## src/sv/hvm_pkg.sv

```systemverilog
// hvm_pkg: types, codes and limits shared by the air-conditioner register map
// no dependencies; the design files refer to it by scoped names, the testbench files import it
package hvm_pkg;

    // number of items one request can carry in register form
    localparam int LANES = 4;
    // coil write lanes and read bit positions
    localparam int COIL_LANES = 2;
    localparam int READ_BITS  = 3;

    // access kinds
    localparam logic ACT_WRITE = 1'b0;
    localparam logic ACT_READ  = 1'b1;

    // function codes
    localparam logic [7:0] FC_READ_COILS    = 8'd1;
    localparam logic [7:0] FC_READ_DISCRETE = 8'd2;
    localparam logic [7:0] FC_READ_HOLDING  = 8'd3;
    localparam logic [7:0] FC_WRITE_COIL    = 8'd5;
    localparam logic [7:0] FC_WRITE_REG     = 8'd6;
    localparam logic [7:0] FC_WRITE_COILS   = 8'd15;
    localparam logic [7:0] FC_WRITE_REGS    = 8'd16;
    localparam logic [7:0] FC_RW_REGS       = 8'd23;

    // exception codes
    localparam logic [1:0] EXC_NONE     = 2'd0;
    localparam logic [1:0] EXC_FUNCTION = 2'd1;
    localparam logic [1:0] EXC_ADDRESS  = 2'd2;
    localparam logic [1:0] EXC_VALUE    = 2'd3;

    // holding register offsets
    localparam logic [1:0] REG_MODE  = 2'd0;
    localparam logic [1:0] REG_TEMP  = 2'd1;
    localparam logic [1:0] REG_TIMER = 2'd2;
    localparam logic [1:0] REG_FAN   = 2'd3;

    // coil offsets and single-coil codes
    localparam logic        COIL_POWER = 1'b0;
    localparam logic        COIL_SWING = 1'b1;
    localparam logic [15:0] COIL_ON    = 16'hFF00;
    localparam logic [15:0] COIL_OFF   = 16'h0000;

    // highest offsets of each table, lane offsets saturate at IDX_SAT
    localparam logic [2:0] REG_LAST  = 3'd3;
    localparam logic [2:0] COIL_LAST = 3'd1;
    localparam logic [2:0] DISC_LAST = 3'd2;
    localparam logic [2:0] IDX_SAT   = 3'd7;

    typedef enum logic [1:0] {
        ST_IDLE,
        ST_READ,
        ST_EXEC
    } state_t;

    typedef struct packed {
        logic        action;
        logic [7:0]  function_code;
        logic [15:0] address;
        logic [10:0] count;
        logic [15:0] value0;
        logic [15:0] value1;
        logic [15:0] value2;
        logic [15:0] value3;
        logic [1:0]  coil_bits;
        logic [2:0]  device_status;
    } in_item_t;

    typedef struct packed {
        logic [1:0]  exception;
        logic [15:0] read_word0;
        logic [15:0] read_word1;
        logic [15:0] read_word2;
        logic [15:0] read_word3;
        logic [2:0]  read_bits;
    } out_item_t;

    // one unit's stored registers and coils
    typedef struct packed {
        logic [2:0] mode;
        logic [3:0] temp;
        logic [5:0] timer;
        logic [1:0] fan;
        logic       power;
        logic       swing;
    } unit_rec_t;

    // what one lane is told about its item
    typedef struct packed {
        logic        active;
        logic [2:0]  idx;
        logic [15:0] value;
    } lane_in_t;

    // what one lane found
    typedef struct packed {
        logic        active;
        logic        reg_ok;
        logic        coil_ok;
        logic        disc_ok;
        logic        val_ok;
        logic [1:0]  reg_sel;
        logic        coil_sel;
        logic [15:0] word;
        logic        coil_bit;
        logic        disc_bit;
    } lane_out_t;

    // store write request
    typedef struct packed {
        logic      we;
        unit_rec_t rec;
    } store_upd_t;

    // upper limit of each holding register
    function automatic logic [15:0] reg_limit(input logic [1:0] sel);
        logic [15:0] lim;
        case (sel)
            REG_MODE:  lim = 16'd4;
            REG_TEMP:  lim = 16'd14;
            REG_TIMER: lim = 16'd34;
            default:   lim = 16'd3;
        endcase
        return lim;
    endfunction

endpackage

```

## src/sv/hvac_register_map.sv

```systemverilog
// hvac_register_map: register map for a bank of air-conditioner units
// uses hvm_pkg, hvm_store, hvm_lane and hvm_merge
//
//  channel | handshake            | payload
//  --------+----------------------+------------------------------
//  request | in_valid / in_ready  | in_item  (hvm_pkg::in_item_t)
//  result  | out_valid / out_ready| out_item (hvm_pkg::out_item_t)
//
// an item's result is built in order once the item is accepted: the unit
// number is worked out on acceptance, the unit record is read from the store
// in the next cycle, and four lanes check and merge in the cycle after, when
// the store and the result register are written unless the result stalls.
// the next item is taken in that last cycle, never during the store read.
// reset clears the valid flags of the store, so all units read zero at once.
// a stalled result holds the last stage and with it the request side.
module hvac_register_map #(
    parameter int UNIT_COUNT  = 8,
    parameter int UNIT_STRIDE = 16
) (
    input  logic                clk,
    input  logic                rst_n,
    input  logic                in_valid,
    output logic                in_ready,
    input  hvm_pkg::in_item_t   in_item,
    output logic                out_valid,
    input  logic                out_ready,
    output hvm_pkg::out_item_t  out_item
);

    // unit number by reciprocal multiply, exact for every 16-bit address
    localparam int SW    = $clog2(UNIT_STRIDE);
    localparam int SHIFT = 16 + SW;
    localparam int MULT  = ((1 << SHIFT) + UNIT_STRIDE - 1) / UNIT_STRIDE;
    localparam int MW    = $clog2(MULT + 1);
    localparam int PW    = 16 + MW;
    localparam int QW    = $clog2(65535 / UNIT_STRIDE + 1);
    localparam int OW    = (SW < 2) ? 2 : SW;
    localparam int UW    = (UNIT_COUNT > 1) ? $clog2(UNIT_COUNT) : 1;

    hvm_pkg::state_t state_reg, state_next;

    hvm_pkg::in_item_t  item_reg;
    logic [QW-1:0]      quot_reg;
    logic               unit_ok_reg;
    logic [OW-1:0]      off_reg;
    hvm_pkg::out_item_t out_item_reg;
    logic               out_valid_reg;

    logic               in_fire;
    logic               exec_fire;
    logic               out_free;
    logic [PW-1:0]      prod;
    logic [QW-1:0]      quot;
    logic [15:0]        unit_base;
    logic [15:0]        off_full;
    logic [UW-1:0]      unit_addr;

    hvm_pkg::unit_rec_t                      cur_rec;
    hvm_pkg::lane_in_t  [hvm_pkg::LANES-1:0] lane_in;
    hvm_pkg::lane_out_t [hvm_pkg::LANES-1:0] lane_out;
    hvm_pkg::out_item_t                      result;
    hvm_pkg::store_upd_t                     upd;

    // handshake and stage control
    assign out_free  = !out_valid_reg || out_ready;
    assign in_fire   = in_valid && in_ready;

    always_comb
    begin
        in_ready  = 1'b0;
        exec_fire = 1'b0;
        case (state_reg)
            hvm_pkg::ST_IDLE:
            begin
                in_ready = 1'b1;
            end
            hvm_pkg::ST_EXEC:
            begin
                in_ready  = out_free;
                exec_fire = out_free;
            end
            default:
            begin
                in_ready  = 1'b0;
                exec_fire = 1'b0;
            end
        endcase
    end

    // next state
    always_comb
    begin
        state_next = state_reg;
        case (state_reg)
            hvm_pkg::ST_IDLE:
            begin
                if (in_fire)
                begin
                    state_next = hvm_pkg::ST_READ;
                end
            end
            hvm_pkg::ST_READ:
            begin
                state_next = hvm_pkg::ST_EXEC;
            end
            hvm_pkg::ST_EXEC:
            begin
                if (exec_fire)
                begin
                    state_next = in_fire ? hvm_pkg::ST_READ : hvm_pkg::ST_IDLE;
                end
            end
            default:
            begin
                state_next = hvm_pkg::ST_IDLE;
            end
        endcase
    end

    always_ff @(posedge clk or negedge rst_n)
    begin
        if (!rst_n)
        begin
            state_reg     <= hvm_pkg::ST_IDLE;
            out_valid_reg <= 1'b0;
        end
        else
        begin
            state_reg <= state_next;
            if (exec_fire)
            begin
                out_valid_reg <= 1'b1;
            end
            else if (out_ready)
            begin
                out_valid_reg <= 1'b0;
            end
        end
    end

    // unit number of the incoming item
    assign prod = PW'(in_item.address) * PW'(MULT);
    assign quot = QW'(prod >> SHIFT);

    // capture stage
    always_ff @(posedge clk)
    begin
        if (in_fire)
        begin
            item_reg    <= in_item;
            quot_reg    <= quot;
            unit_ok_reg <= 32'(quot) < UNIT_COUNT;
        end
    end

    // register offset within the unit
    assign unit_base = 16'(quot_reg) * 16'(UNIT_STRIDE);
    assign off_full  = item_reg.address - unit_base;

    always_ff @(posedge clk)
    begin
        if (state_reg == hvm_pkg::ST_READ)
        begin
            off_reg <= OW'(off_full);
        end
    end

    assign unit_addr = unit_ok_reg ? UW'(quot_reg) : '0;

    hvm_store #(
        .UNIT_COUNT (UNIT_COUNT),
        .ADDR_W     (UW)
    ) u_store (
        .clk     (clk),
        .rst_n   (rst_n),
        .rd_en   (state_reg == hvm_pkg::ST_READ),
        .rd_addr (unit_addr),
        .rd_rec  (cur_rec),
        .wr_en   (exec_fire && upd.we),
        .wr_addr (unit_addr),
        .wr_rec  (upd.rec)
    );

    // one lane per item slot
    for (genvar k = 0; k < hvm_pkg::LANES; k++)
    begin : g_lane
        logic [OW:0] idx_full;

        assign idx_full = {1'b0, off_reg} + (OW + 1)'(k);

        always_comb
        begin
            lane_in[k].active = item_reg.count > 11'(k);
            lane_in[k].idx    = (idx_full > (OW + 1)'(hvm_pkg::IDX_SAT))
                                ? hvm_pkg::IDX_SAT : idx_full[2:0];
            case (k)
                0:       lane_in[k].value = item_reg.value0;
                1:       lane_in[k].value = item_reg.value1;
                2:       lane_in[k].value = item_reg.value2;
                default: lane_in[k].value = item_reg.value3;
            endcase
        end

        hvm_lane u_lane (
            .lane_in  (lane_in[k]),
            .rec      (cur_rec),
            .status   (item_reg.device_status),
            .lane_out (lane_out[k])
        );
    end

    hvm_merge u_merge (
        .item    (item_reg),
        .unit_ok (unit_ok_reg),
        .cur_rec (cur_rec),
        .lanes   (lane_out),
        .result  (result),
        .upd     (upd)
    );

    // result register
    always_ff @(posedge clk)
    begin
        if (exec_fire)
        begin
            out_item_reg <= result;
        end
    end

    assign out_valid = out_valid_reg;
    assign out_item  = out_item_reg;

endmodule

```

## src/sv/hvm_store.sv

```systemverilog
// hvm_store: per-unit record memory with one read and one write port
// valid bits in flip-flops make never-written units read as zero; uses hvm_pkg
module hvm_store #(
    parameter int UNIT_COUNT = 8,
    parameter int ADDR_W     = 3
) (
    input  logic               clk,
    input  logic               rst_n,
    input  logic               rd_en,
    input  logic [ADDR_W-1:0]  rd_addr,
    output hvm_pkg::unit_rec_t rd_rec,
    input  logic               wr_en,
    input  logic [ADDR_W-1:0]  wr_addr,
    input  hvm_pkg::unit_rec_t wr_rec
);

    hvm_pkg::unit_rec_t mem [UNIT_COUNT];
    hvm_pkg::unit_rec_t data_reg;
    logic [UNIT_COUNT-1:0] valid_reg;
    logic                  hit_reg;

    // record array and registered read data
    always_ff @(posedge clk)
    begin
        if (wr_en)
        begin
            mem[wr_addr] <= wr_rec;
        end
        if (rd_en)
        begin
            data_reg <= mem[rd_addr];
        end
    end

    // written flags, cleared at reset
    always_ff @(posedge clk or negedge rst_n)
    begin
        if (!rst_n)
        begin
            valid_reg <= '0;
            hit_reg   <= 1'b0;
        end
        else
        begin
            if (wr_en)
            begin
                valid_reg[wr_addr] <= 1'b1;
            end
            if (rd_en)
            begin
                hit_reg <= valid_reg[rd_addr];
            end
        end
    end

    // unwritten units read as reset value
    assign rd_rec = hit_reg ? data_reg : '0;

endmodule

```

## src/sv/hvm_lane.sv

```systemverilog
// hvm_lane: checks and reads for one item of a request
// address range, value limit and read data of one offset; uses hvm_pkg
module hvm_lane (
    input  hvm_pkg::lane_in_t  lane_in,
    input  hvm_pkg::unit_rec_t rec,
    input  logic [2:0]         status,
    output hvm_pkg::lane_out_t lane_out
);

    logic [1:0]  sel;
    logic [15:0] word;
    logic        disc;

    assign sel = lane_in.idx[1:0];

    // holding register read
    always_comb
    begin
        case (sel)
            hvm_pkg::REG_MODE:  word = {13'd0, rec.mode};
            hvm_pkg::REG_TEMP:  word = {12'd0, rec.temp};
            hvm_pkg::REG_TIMER: word = {10'd0, rec.timer};
            default:            word = {14'd0, rec.fan};
        endcase
    end

    // live status bit
    always_comb
    begin
        case (sel)
            2'd0:    disc = status[0];
            2'd1:    disc = status[1];
            2'd2:    disc = status[2];
            default: disc = 1'b0;
        endcase
    end

    // range checks and results
    always_comb
    begin
        lane_out.active   = lane_in.active;
        lane_out.reg_ok   = lane_in.idx <= hvm_pkg::REG_LAST;
        lane_out.coil_ok  = lane_in.idx <= hvm_pkg::COIL_LAST;
        lane_out.disc_ok  = lane_in.idx <= hvm_pkg::DISC_LAST;
        lane_out.val_ok   = lane_in.value <= hvm_pkg::reg_limit(sel);
        lane_out.reg_sel  = sel;
        lane_out.coil_sel = lane_in.idx[0];
        lane_out.word     = word;
        lane_out.coil_bit = lane_in.idx[0] ? rec.swing : rec.power;
        lane_out.disc_bit = disc;
    end

endmodule

```

## src/sv/hvm_merge.sv

```systemverilog
// hvm_merge: combines the lane findings into one result and a store update
// first failing item decides the exception; uses hvm_pkg
module hvm_merge (
    input  hvm_pkg::in_item_t                       item,
    input  logic                                    unit_ok,
    input  hvm_pkg::unit_rec_t                      cur_rec,
    input  hvm_pkg::lane_out_t [hvm_pkg::LANES-1:0] lanes,
    output hvm_pkg::out_item_t                      result,
    output hvm_pkg::store_upd_t                     upd
);

    logic [1:0]  exc;
    logic        done;
    logic        over;
    logic        coil_val_ok;
    logic [15:0] words [hvm_pkg::LANES];
    logic [15:0] vals [hvm_pkg::LANES];
    logic [2:0]  bits;

    assign over = item.count > 11'(hvm_pkg::LANES);
    assign coil_val_ok = (item.value0 == hvm_pkg::COIL_ON) ||
                         (item.value0 == hvm_pkg::COIL_OFF);

    // write value carried by each item
    always_comb
    begin
        vals[0] = item.value0;
        vals[1] = item.value1;
        vals[2] = item.value2;
        vals[3] = item.value3;
    end

    // exception, items in order
    always_comb
    begin
        exc  = hvm_pkg::EXC_NONE;
        done = 1'b0;
        if (!unit_ok)
        begin
            exc = hvm_pkg::EXC_ADDRESS;
        end
        else if (item.action == hvm_pkg::ACT_WRITE)
        begin
            case (item.function_code)
                hvm_pkg::FC_WRITE_REG, hvm_pkg::FC_WRITE_REGS, hvm_pkg::FC_RW_REGS:
                begin
                    for (int k = 0; k < hvm_pkg::LANES; k++)
                    begin
                        if (!done && lanes[k].active)
                        begin
                            if (!lanes[k].reg_ok)
                            begin
                                exc  = hvm_pkg::EXC_ADDRESS;
                                done = 1'b1;
                            end
                            else if (!lanes[k].val_ok)
                            begin
                                exc  = hvm_pkg::EXC_VALUE;
                                done = 1'b1;
                            end
                        end
                    end
                    if (!done && over)
                    begin
                        exc = hvm_pkg::EXC_ADDRESS;
                    end
                end
                hvm_pkg::FC_WRITE_COIL:
                begin
                    if (!coil_val_ok)
                    begin
                        exc = hvm_pkg::EXC_VALUE;
                    end
                    else if (!lanes[0].coil_ok)
                    begin
                        exc = hvm_pkg::EXC_ADDRESS;
                    end
                end
                hvm_pkg::FC_WRITE_COILS:
                begin
                    for (int k = 0; k < hvm_pkg::LANES; k++)
                    begin
                        if (lanes[k].active && !lanes[k].coil_ok)
                        begin
                            exc = hvm_pkg::EXC_ADDRESS;
                        end
                    end
                    if (over)
                    begin
                        exc = hvm_pkg::EXC_ADDRESS;
                    end
                end
                default:
                begin
                    exc = hvm_pkg::EXC_FUNCTION;
                end
            endcase
        end
        else
        begin
            case (item.function_code)
                hvm_pkg::FC_READ_HOLDING, hvm_pkg::FC_RW_REGS:
                begin
                    for (int k = 0; k < hvm_pkg::LANES; k++)
                    begin
                        if (lanes[k].active && !lanes[k].reg_ok)
                        begin
                            exc = hvm_pkg::EXC_ADDRESS;
                        end
                    end
                    if (over)
                    begin
                        exc = hvm_pkg::EXC_ADDRESS;
                    end
                end
                hvm_pkg::FC_READ_COILS:
                begin
                    for (int k = 0; k < hvm_pkg::LANES; k++)
                    begin
                        if (lanes[k].active && !lanes[k].coil_ok)
                        begin
                            exc = hvm_pkg::EXC_ADDRESS;
                        end
                    end
                    if (over)
                    begin
                        exc = hvm_pkg::EXC_ADDRESS;
                    end
                end
                hvm_pkg::FC_READ_DISCRETE:
                begin
                    for (int k = 0; k < hvm_pkg::LANES; k++)
                    begin
                        if (lanes[k].active && !lanes[k].disc_ok)
                        begin
                            exc = hvm_pkg::EXC_ADDRESS;
                        end
                    end
                    if (over)
                    begin
                        exc = hvm_pkg::EXC_ADDRESS;
                    end
                end
                default:
                begin
                    exc = hvm_pkg::EXC_FUNCTION;
                end
            endcase
        end
    end

    // read data, zero unless a clean read
    always_comb
    begin
        for (int k = 0; k < hvm_pkg::LANES; k++)
        begin
            words[k] = '0;
        end
        bits = '0;
        if (exc == hvm_pkg::EXC_NONE && item.action == hvm_pkg::ACT_READ)
        begin
            case (item.function_code)
                hvm_pkg::FC_READ_HOLDING, hvm_pkg::FC_RW_REGS:
                begin
                    for (int k = 0; k < hvm_pkg::LANES; k++)
                    begin
                        words[k] = lanes[k].active ? lanes[k].word : 16'd0;
                    end
                end
                hvm_pkg::FC_READ_COILS:
                begin
                    for (int k = 0; k < hvm_pkg::READ_BITS; k++)
                    begin
                        bits[k] = lanes[k].active & lanes[k].coil_bit;
                    end
                end
                hvm_pkg::FC_READ_DISCRETE:
                begin
                    for (int k = 0; k < hvm_pkg::READ_BITS; k++)
                    begin
                        bits[k] = lanes[k].active & lanes[k].disc_bit;
                    end
                end
                default:
                begin
                    bits = '0;
                end
            endcase
        end
    end

    always_comb
    begin
        result.exception  = exc;
        result.read_word0 = words[0];
        result.read_word1 = words[1];
        result.read_word2 = words[2];
        result.read_word3 = words[3];
        result.read_bits  = bits;
    end

    // store update: registers all or nothing, coils up to the bad address
    always_comb
    begin
        upd.we  = 1'b0;
        upd.rec = cur_rec;
        if (unit_ok && item.action == hvm_pkg::ACT_WRITE)
        begin
            case (item.function_code)
                hvm_pkg::FC_WRITE_REG, hvm_pkg::FC_WRITE_REGS, hvm_pkg::FC_RW_REGS:
                begin
                    if (exc == hvm_pkg::EXC_NONE)
                    begin
                        upd.we = 1'b1;
                        for (int k = 0; k < hvm_pkg::LANES; k++)
                        begin
                            if (lanes[k].active)
                            begin
                                case (lanes[k].reg_sel)
                                    hvm_pkg::REG_MODE:
                                        upd.rec.mode = vals[k][2:0];
                                    hvm_pkg::REG_TEMP:
                                        upd.rec.temp = vals[k][3:0];
                                    hvm_pkg::REG_TIMER:
                                        upd.rec.timer = vals[k][5:0];
                                    default:
                                        upd.rec.fan = vals[k][1:0];
                                endcase
                            end
                        end
                    end
                end
                hvm_pkg::FC_WRITE_COIL:
                begin
                    if (exc == hvm_pkg::EXC_NONE)
                    begin
                        upd.we = 1'b1;
                        if (lanes[0].coil_sel == hvm_pkg::COIL_SWING)
                        begin
                            upd.rec.swing = item.value0 == hvm_pkg::COIL_ON;
                        end
                        else
                        begin
                            upd.rec.power = item.value0 == hvm_pkg::COIL_ON;
                        end
                    end
                end
                hvm_pkg::FC_WRITE_COILS:
                begin
                    upd.we = 1'b1;
                    for (int k = 0; k < hvm_pkg::COIL_LANES; k++)
                    begin
                        if (lanes[k].active && lanes[k].coil_ok)
                        begin
                            if (lanes[k].coil_sel == hvm_pkg::COIL_POWER)
                            begin
                                upd.rec.power = item.coil_bits[k];
                            end
                            else
                            begin
                                upd.rec.swing = item.coil_bits[k];
                            end
                        end
                    end
                end
                default:
                begin
                    upd.we = 1'b0;
                end
            endcase
        end
    end

endmodule

```

## config.mk

```make
export PLATFORM = sky130hd
export DESIGN_NAME = hvac_register_map
export DESIGN_NICKNAME = d
export VERILOG_FILES = /design/src/sv/hvm_pkg.sv /design/src/sv/hvac_register_map.sv /design/src/sv/hvm_store.sv /design/src/sv/hvm_lane.sv /design/src/sv/hvm_merge.sv
export SDC_FILE = /design/constraint.sdc
export NUM_CORES = 1
export LEC_CHECK = 0
export ABC_AREA = 1
export BUFFER_PORTS_ARGS = -buffer_cell sky130_fd_sc_hd__buf_2
export CAP_MARGIN = 20
export CORE_MARGIN = 8
export CORE_UTILIZATION = 45
export DETAILED_ROUTE_END_ITERATION = 10
export SKIP_CTS_REPAIR_TIMING = 1
export SYNTH_ARGS = -nofsm -noshare
export SYNTH_HDL_FRONTEND = slang
export SYNTH_SLANG_ARGS = --single-unit
```

## constraint.sdc

```tcl
create_clock -name clk -period 10.5 [get_ports clk]
set_input_delay 0.525 -clock clk [delete_from_list [all_inputs] [get_ports clk]]
set_output_delay 0.525 -clock clk [all_outputs]
set_load 0.01 [all_outputs]
```

# --- After elaboration in Yosys (flattened, before gate mapping) ---
# Memories as Yosys holds them, arrays and structs flattened. A register that Yosys moved wholly into a read port is not among the register bits.
# Cells that the tools add are included.
# Widths: inputs -> output; s select.
classes:
  n_addsub: 4
  n_lt_le_gt_ge: 28
  eq_ne: 21
  mux: 131
  n_bitwise: 8
  n_reduce_logical: 61
ops:
  columns: ["operator", "n"]
  rows:
  - ["$pmux 6 s3", 8]
  - ["$mux 15", 8]
  - ["$mux 2", 41]
  - ["$le 16x6->1", 4]
  - ["$mux 1", 42]
  - ["$mux 3", 9]
  - ["$le 3x2->1 const B", 8]
  - ["$mux 6", 4]
  - ["$logic_and 1x1->1", 23]
  - ["$gt 11x1->1 const B", 2]
  - ["$gt 11x2->1 const B", 2]
  - ["$mux 18", 1]
  - ["$pmux 2 s3", 3]
  - ["$logic_not 1->1", 17]
  - ["$mux 17", 1]
  - ["$eq 16x16->1 const B", 1]
  - ["$eq 8x2->1 const B", 2]
  - ["$eq 8x3->1 const B", 2]
  - ["$eq 8x5->1 const B", 2]
  - ["$logic_not 16->1", 1]
  - ["$mux 16", 1]
  - ["$mux 4", 4]
  - ["$gt 5x3->1 const B", 3]
  - ["$reduce_or 3->1", 5]
  - ["other kinds (29)", 59]
totals:
  regBits: 182
  ram_bits: 136
  inputBits: 109
  out_inout_bits: 71
  word_cells: 277
  n_memories: 1
mem_list:
  columns: ["memory", "depth", "word_bits", "read_ports", "rd_clocked_by_memory_dff", "write_ports", "line", "source"]
  rows:
  - ["u_store.mem", 8, 17, 1, 1, 1, "hvm_store.sv:17", "hvm_pkg::unit_rec_t mem [UNIT_COUNT];"]

# --- Longest topological paths before layout ---
logic_depth:
  depth_word: 51
  ltp_mapped: 39
  mapped_depth_nobuf: 37

# --- Cells and area by module ---
# Synthesis repeated with hierarchy kept, for this count alone.
hier_totals:
  hier_cells: 1604
  hier_area_um2: 16719.8
by_module_without_submodules:
  columns: ["mod", "n_inst", "cells_each", "area_per_inst_um2", "seq_area_each_um2"]
  rows:
  - ["hvm_store", 1, 515, 6408.6, 4819.6]
  - ["hvac_register_map", 1, 268, 5874.4, 5450.2]
  - ["hvm_merge", 1, 467, 2576.2, 0.0]
  - ["hvm_lane at g_lane[0].u_lane ...", 3, 89, 464.2, 0.0]
  - ["hvm_lane at g_lane[3].u_lane", 1, 87, 467.9, 0.0]

# --- Least setup slack after synthesis ---
# Ideal clock, no wire load.
synth_path:
  path_kind: "input-to-reg"
  start: "input port out_ready"
  end: "register item_reg[0] in the netlist's numbering (enable)"
  setup_ns: 0.691
  arrival_ns: 7.725
  required_ns: 9.809
  path_slack_ns: 2.084
  path_stages: 4
  path_buffers: 0
  cell_sequence: "nor2_1 > inv_1 > nor2_1 > nor3b_1"
synth_between:
  elab_chain_len: 3
synth_rtl:
  columns: ["item", "line", "source"]
  rows:
  - ["start: declaration", "hvac_register_map.sv:26", "input logic out_ready,"]
  - ["$logic_or 1x1->1", "hvac_register_map.sv:65", "assign out_free = !out_valid_reg || out_ready;"]
  - ["$pmux 1 s2", "hvac_register_map.sv:72", "case (state_reg)"]
  - ["$logic_and 1x1->1", "hvac_register_map.sv:66", "assign in_fire = in_valid && in_ready;"]
  - ["via in_fire", "hvac_register_map.sv:49", "logic in_fire;"]
  - ["end signal: assignment", "hvac_register_map.sv:150", "item_reg <= in_item;"]
  - ["end: declaration", "hvac_register_map.sv:42", "hvm_pkg::in_item_t item_reg;"]
# The timed path passes the listed nets, and every way through them passes these cells.
# A chain may end at the register's enable or synchronous reset.

# --- Worst setup path after layout ---
layout_path:
  start: "register off_reg[0]"
  end: "memory u_store.mem[3][9] in the netlist's numbering (enable)"
layout_between:
  elab_chain_len: 42
  word_cells_on_any_way: 141
  classes_between: "add/sub (3); order compare (20); eq/ne (8); mux (72); reduce/logical (38)"
layout_rtl:
  columns: ["item", "line", "source"]
  rows:
  - ["start: declaration", "hvac_register_map.sv:45", "logic [OW-1:0] off_reg;"]
  - ["start signal: assignment", "hvac_register_map.sv:164", "off_reg <= OW'(off_full);"]
  - ["$gt 4x3->1", "hvac_register_map.sv:194", "lane_in[k].idx = (idx_full > (OW + 1)'(hvm_pkg::IDX_SAT))"]
  - ["$mux 3", "hvac_register_map.sv:195", "? hvm_pkg::IDX_SAT : idx_full[2:0];"]
  - ["$eq 2x2->1 (tied with other cells)", "hvm_pkg.sv:117", "case (sel)"]
  - ["$pmux 6 s3", "hvm_pkg.sv:117", null]
  - ["$le 16x6->1", "hvm_lane.sv:45", "lane_out.val_ok = lane_in.value <= hvm_pkg::reg_limit(sel);"]
  - ["$mux 1", "hvm_merge.sv:56", "else if (!lanes[k].val_ok)"]
  - ["$mux 1", "hvm_merge.sv:51", "if (!lanes[k].reg_ok)"]
  - ["$mux 1", "hvm_merge.sv:49", "if (!done && lanes[k].active)"]
  - ["(+26 left out)", null, null]
  - ["$mux 2 (*)", "hvm_merge.sv:38", "if (!unit_ok)"]
  - ["$logic_not 2->1 (*)", "hvm_merge.sv:212, hvm_merge.sv:235", null]
  - ["$mux 1 or $mux 16 (tied branches)", "hvm_merge.sv:235, hvm_merge.sv:212", null]
  - ["$pmux 1 s3 (*)", "hvm_merge.sv:209", "case (item.function_code)"]
  - ["$mux 18 (*)", "hvm_merge.sv:207", "if (unit_ok && item.action == hvm_pkg::ACT_WRITE)"]
  - ["$logic_and 1x1->1 (*)", "hvac_register_map.sv:179", ".wr_en (exec_fire && upd.we),"]
  - ["$mux 1 (*)", "hvm_store.sv:25", "if (wr_en)"]
  - ["$mux 1 (implied by the code) (*)", "hvm_store.sv:27", "mem[wr_addr] <= wr_rec;"]
  - ["end: declaration", "hvm_store.sv:17", null]
# Mark *: on every way between the ends. The rest lies on a longest branch, timed or not. The select of a mux whose other input is x is not followed.

==> metrics.log <==
[metrics] part of the Yosys area used for sequential elements: between 60 and 70%
[metrics] first-pass GRT wire length: ~54 mm
[metrics] P per Cell Area: 175 nW/um2
[metrics] reported net switching power: 0.685 mW
[metrics] count of warnings emitted by yosys: 0
[metrics] number of flip-flops under the largest register name: 136
[metrics] number of global-route vias before repair: around 9400
[metrics] maximum vdd ir drop: 0.140 mV
[metrics] async set or reset register ratio after synthesis: 4.07%
[metrics] Final GP Congestion: 0.941
[metrics] Antenna Nets Post-Route: 0
[metrics] portion of total power attributed to combinational logic: roughly 11%
[metrics] Slew @ Worst Pin: 1.06 ns
[metrics] detailed-routing iteration count for the pre-antenna-repair pass: 5
[metrics] CTS tree: done
[metrics] Vias/cell: 5.35
[metrics] R2R Setup Slk: 4.55 ns
[metrics] Initial Util: 45.6%
[metrics] count of inserted antenna diode cells: 0
[metrics] cell area after synthesis: 13500 um2
[metrics] H-tree levels: 1
[metrics] fillers: 2650
[metrics] Seq cells post-synth: ~300
[metrics] final critical path time including I/O delays and setup: 5.95 ns
[metrics] minimum setup slack after placement: 4.57 ns
[metrics] core footprint: 29600 um2
[metrics] Sink Count: 295
[metrics] average detailed-routed wire length per instance: between 15 and 20 um
[metrics] Top cell by count, worst path: nand2_1
[metrics] Congestion Overflow GR: 0
[metrics] critical path arrival: roughly 6 ns
[metrics] Max Clock Skew: about 0.02 ns
[metrics] Critical Path Sink Type: flop
[metrics] most instantiated flip-flop cell in the synthesis netlist: edfxtp_1
[metrics] num rows: 63
[metrics] All-Layer GR Usage: 19.5%
[metrics] setup repair after global routing missed its margin: no
[metrics] routed via count: 9509
[metrics] Max-cap violations: 0
[metrics] type of the most critical hold path: in2reg
[metrics] Crit path largest cell delay: 0.96 ns
[metrics] clock edge transition at the registers on the reported setup and hold paths: 0.06 ns
[metrics] placed insts: 1721
[metrics] Internal Pwr Total: just over 2 mW
[metrics] worst setup path class: reg2reg
[metrics] number of distinct library cells after synthesis: 48
[metrics] slack of the critical path: around 4.6 ns
[metrics] per-instance average area after synthesis: approximately 11 um2
[metrics] layout cells sized above 1: between 10% and 20%
[metrics] CTS Buffer Depth: 3
[metrics] Post-layout nets: approximately 1500
[metrics] number of enable-type register cells in the synthesized netlist: 283
[metrics] endpoints failing setup: 0
[metrics] number of buffers inserted during clock tree synthesis: 31
[metrics] most common library cell in the layout ignoring fill and taps: edfxtp_1
[metrics] DRC violation count after routing: 0
[metrics] Startpoint Class: flop
[metrics] Synth Instances: 1198
[metrics] Skew-Pair Late Insertion Delay: between 0.5 and 0.6 ns
[metrics] count of endpoints failing hold in the final timing report: 0
[metrics] library cell used as clock root buffer: clkbuf_16
[metrics] outcome: finished clean
[metrics] max-slew violation count: 0
[metrics] final routed wirelength across all metal layers: 35.5 mm
[metrics] crit share post-route: 56.7%
[metrics] pin count of the biggest net entering global routing: 68
[metrics] overall die width: 189 um
[metrics] area of the die: ~36000 um2
[metrics] filler-free cell count of the finished design: about 1800
[metrics] setup TNS after final layout: 0 ns
[metrics] Chip Height: 189 um
[metrics] part of the total power dissipated in sequential elements: 51.2%
[metrics] critical-path maximum fanout: 18
[metrics] upper clock frequency limit: 168 MHz
[metrics] Worst path slowest cell: nor2_2
[metrics] clock network power share: between 30% and 40%
[metrics] PnR Total Power: around 2.7 mW
[metrics] Layout area overhead: 15.1%
[metrics] most frequent cells in the layout: 283 x edfxtp_1, 211 x nand2_1, 139 x buf_2
[metrics] Placed Area: 14600 um2
[metrics] drt first-iter violations: 860
[metrics] static leakage: 6.19 nW
[metrics] Top-Level Pins: 180
[metrics] count of buffers from port buffering: 139
[metrics] post-route cell area: 15500 um2
[metrics] worst slew margin relative to its limit: 29.2%
[metrics] fraction of power spent switching nets: around 25%
[metrics] Critical Path RT: 10.68 ns
[metrics] initial antenna violation count: 0
[metrics] detailed placer's ending HPWL: 26.1 mm
## Yosys cell counts (2+ instances only)
| library cell | instances | area [um2] |
|---|---|---|
| nand2_2 | 5 | 31.3 |
| nor4_1 | 5 | 31.3 |
| a22oi_1 | 4 | 30.0 |
| a22o_1 | 13 | 114 |
| a31oi_1 | 2 | 12.5 |
| ha_1 | 27 | 338 |
| nand2_4 | 2 | 22.5 |
| o21ai_0 | 61 | 305 |
| a211oi_1 | 6 | 45.0 |
| o21ai_1 | 6 | 30.0 |
| dfrtp_1 | 12 | 300 |
| nor3b_1 | 3 | 22.5 |
| inv_2 | 4 | 15.0 |
| nor2_4 | 3 | 33.8 |
| nor3_1 | 8 | 40.0 |
| o211ai_1 | 20 | 150 |
| a21oi_1 | 36 | 180 |
| or2_2 | 3 | 18.8 |
| nand4_1 | 8 | 50.1 |
| nand2_1 | 211 | 792 |
| edfxtp_1 | 283 | 8500 |
| inv_1 | 137 | 514 |
| o22ai_1 | 14 | 87.6 |
| a221oi_1 | 32 | 280 |
| nor2_1 | 140 | 526 |
| o221ai_1 | 9 | 78.8 |
| nor2_2 | 5 | 31.3 |
| buf_2 | 3 | 15.0 |
| nand3_1 | 45 | 225 |
| a32o_1 | 12 | 120 |
| clkbuf_1 | 14 | 52.6 |
| o21bai_1 | 4 | 30.0 |
| buf_4 | 43 | 323 |
| or2_1 | 4 | 25.0 |
## worst paths after layout
kind / startpoint / end / cells past startpoint
min in group asynchronous: rst_n / u_store.valid_reg[2] / 2
hold / removal: in_item[70] / item_reg[70] / 1
setup reg to reg: off_reg[0] / u_store.mem[3][9] / 29
max in group asynchronous: rst_n / state_reg[1] / 2
setup / recovery: off_reg[0] / u_store.mem[3][9] / 29
hold reg to reg: item_reg[80] / off_reg[0] / 0
## through the flow
step | utilization [%] | hold WS (ns)
floorplan | - | 0.229
global placement | 49.1 | 0.408
detailed placement | 49.2 | 0.407
CTS | 52.4 | -0.168
global route | 52.4 | 0.0986
finish | 52.4 | 0.124
## power groups by stage
stage / registers [mW] / logic (mW) / clock network (mW)
2_1_floorplan: 1.41 / 0.198 / 0
3_3_place_gp: 1.41 / 0.301 / 0
3_5_place_dp: 1.42 / 0.302 / 0
4_1_cts: 1.39 / 0.303 / 1.04
5_1_grt: 1.40 / 0.340 / 1.09
6_report: 1.39 / 0.305 / 1.02
## critical path: cells and delay by family (launching register included)
kind	cells	cell delay, ns
flops	1	0.64
fa+ha+maj	2	0.67
compound gates	1	0.20
buf+inv	5	0.72
simple gates	21	3.29
## metal layers
| layer | track usage [%] | part of all wire, % | wire length, um | vias to the layer above |
|---|---|---|---|---|
| met3 | 3.27 | 8.2 | 2930 | 51 |
| met5 | 0 | 0 | 0 | - |
| met1 | 28.2 | 45 | 16100 | 4523 |
| met4 | 4.54 | 2.1 | 734 | 0 |
| li1 | - | - | - | 4526 |
| met2 | 30.3 | 44 | 15800 | 409 |
## kinds of logic after synthesis
kind of cell	synth area share, %
AOI/OAI and AO/OA	11.2
xor gates and xnor gates	0.185
and+or+nand+nor	14.1
other	0.0278
buffers and inverters	6.81
DFF	65.1
adders and majority gates	2.50
## area by class of cell
type	count	area, um2	share of cell area (%)
flip-flops and latches	295	8800	56.6
multi-input cells	741	3940	25.4
repair buffers	156	837	5.39
clock buffers	41	833	5.36
inverters	141	529	3.41
well taps	390	488	3.14
clock inverters	13	113	0.725
No activity file was read; power rests on OpenSTA's default activity.
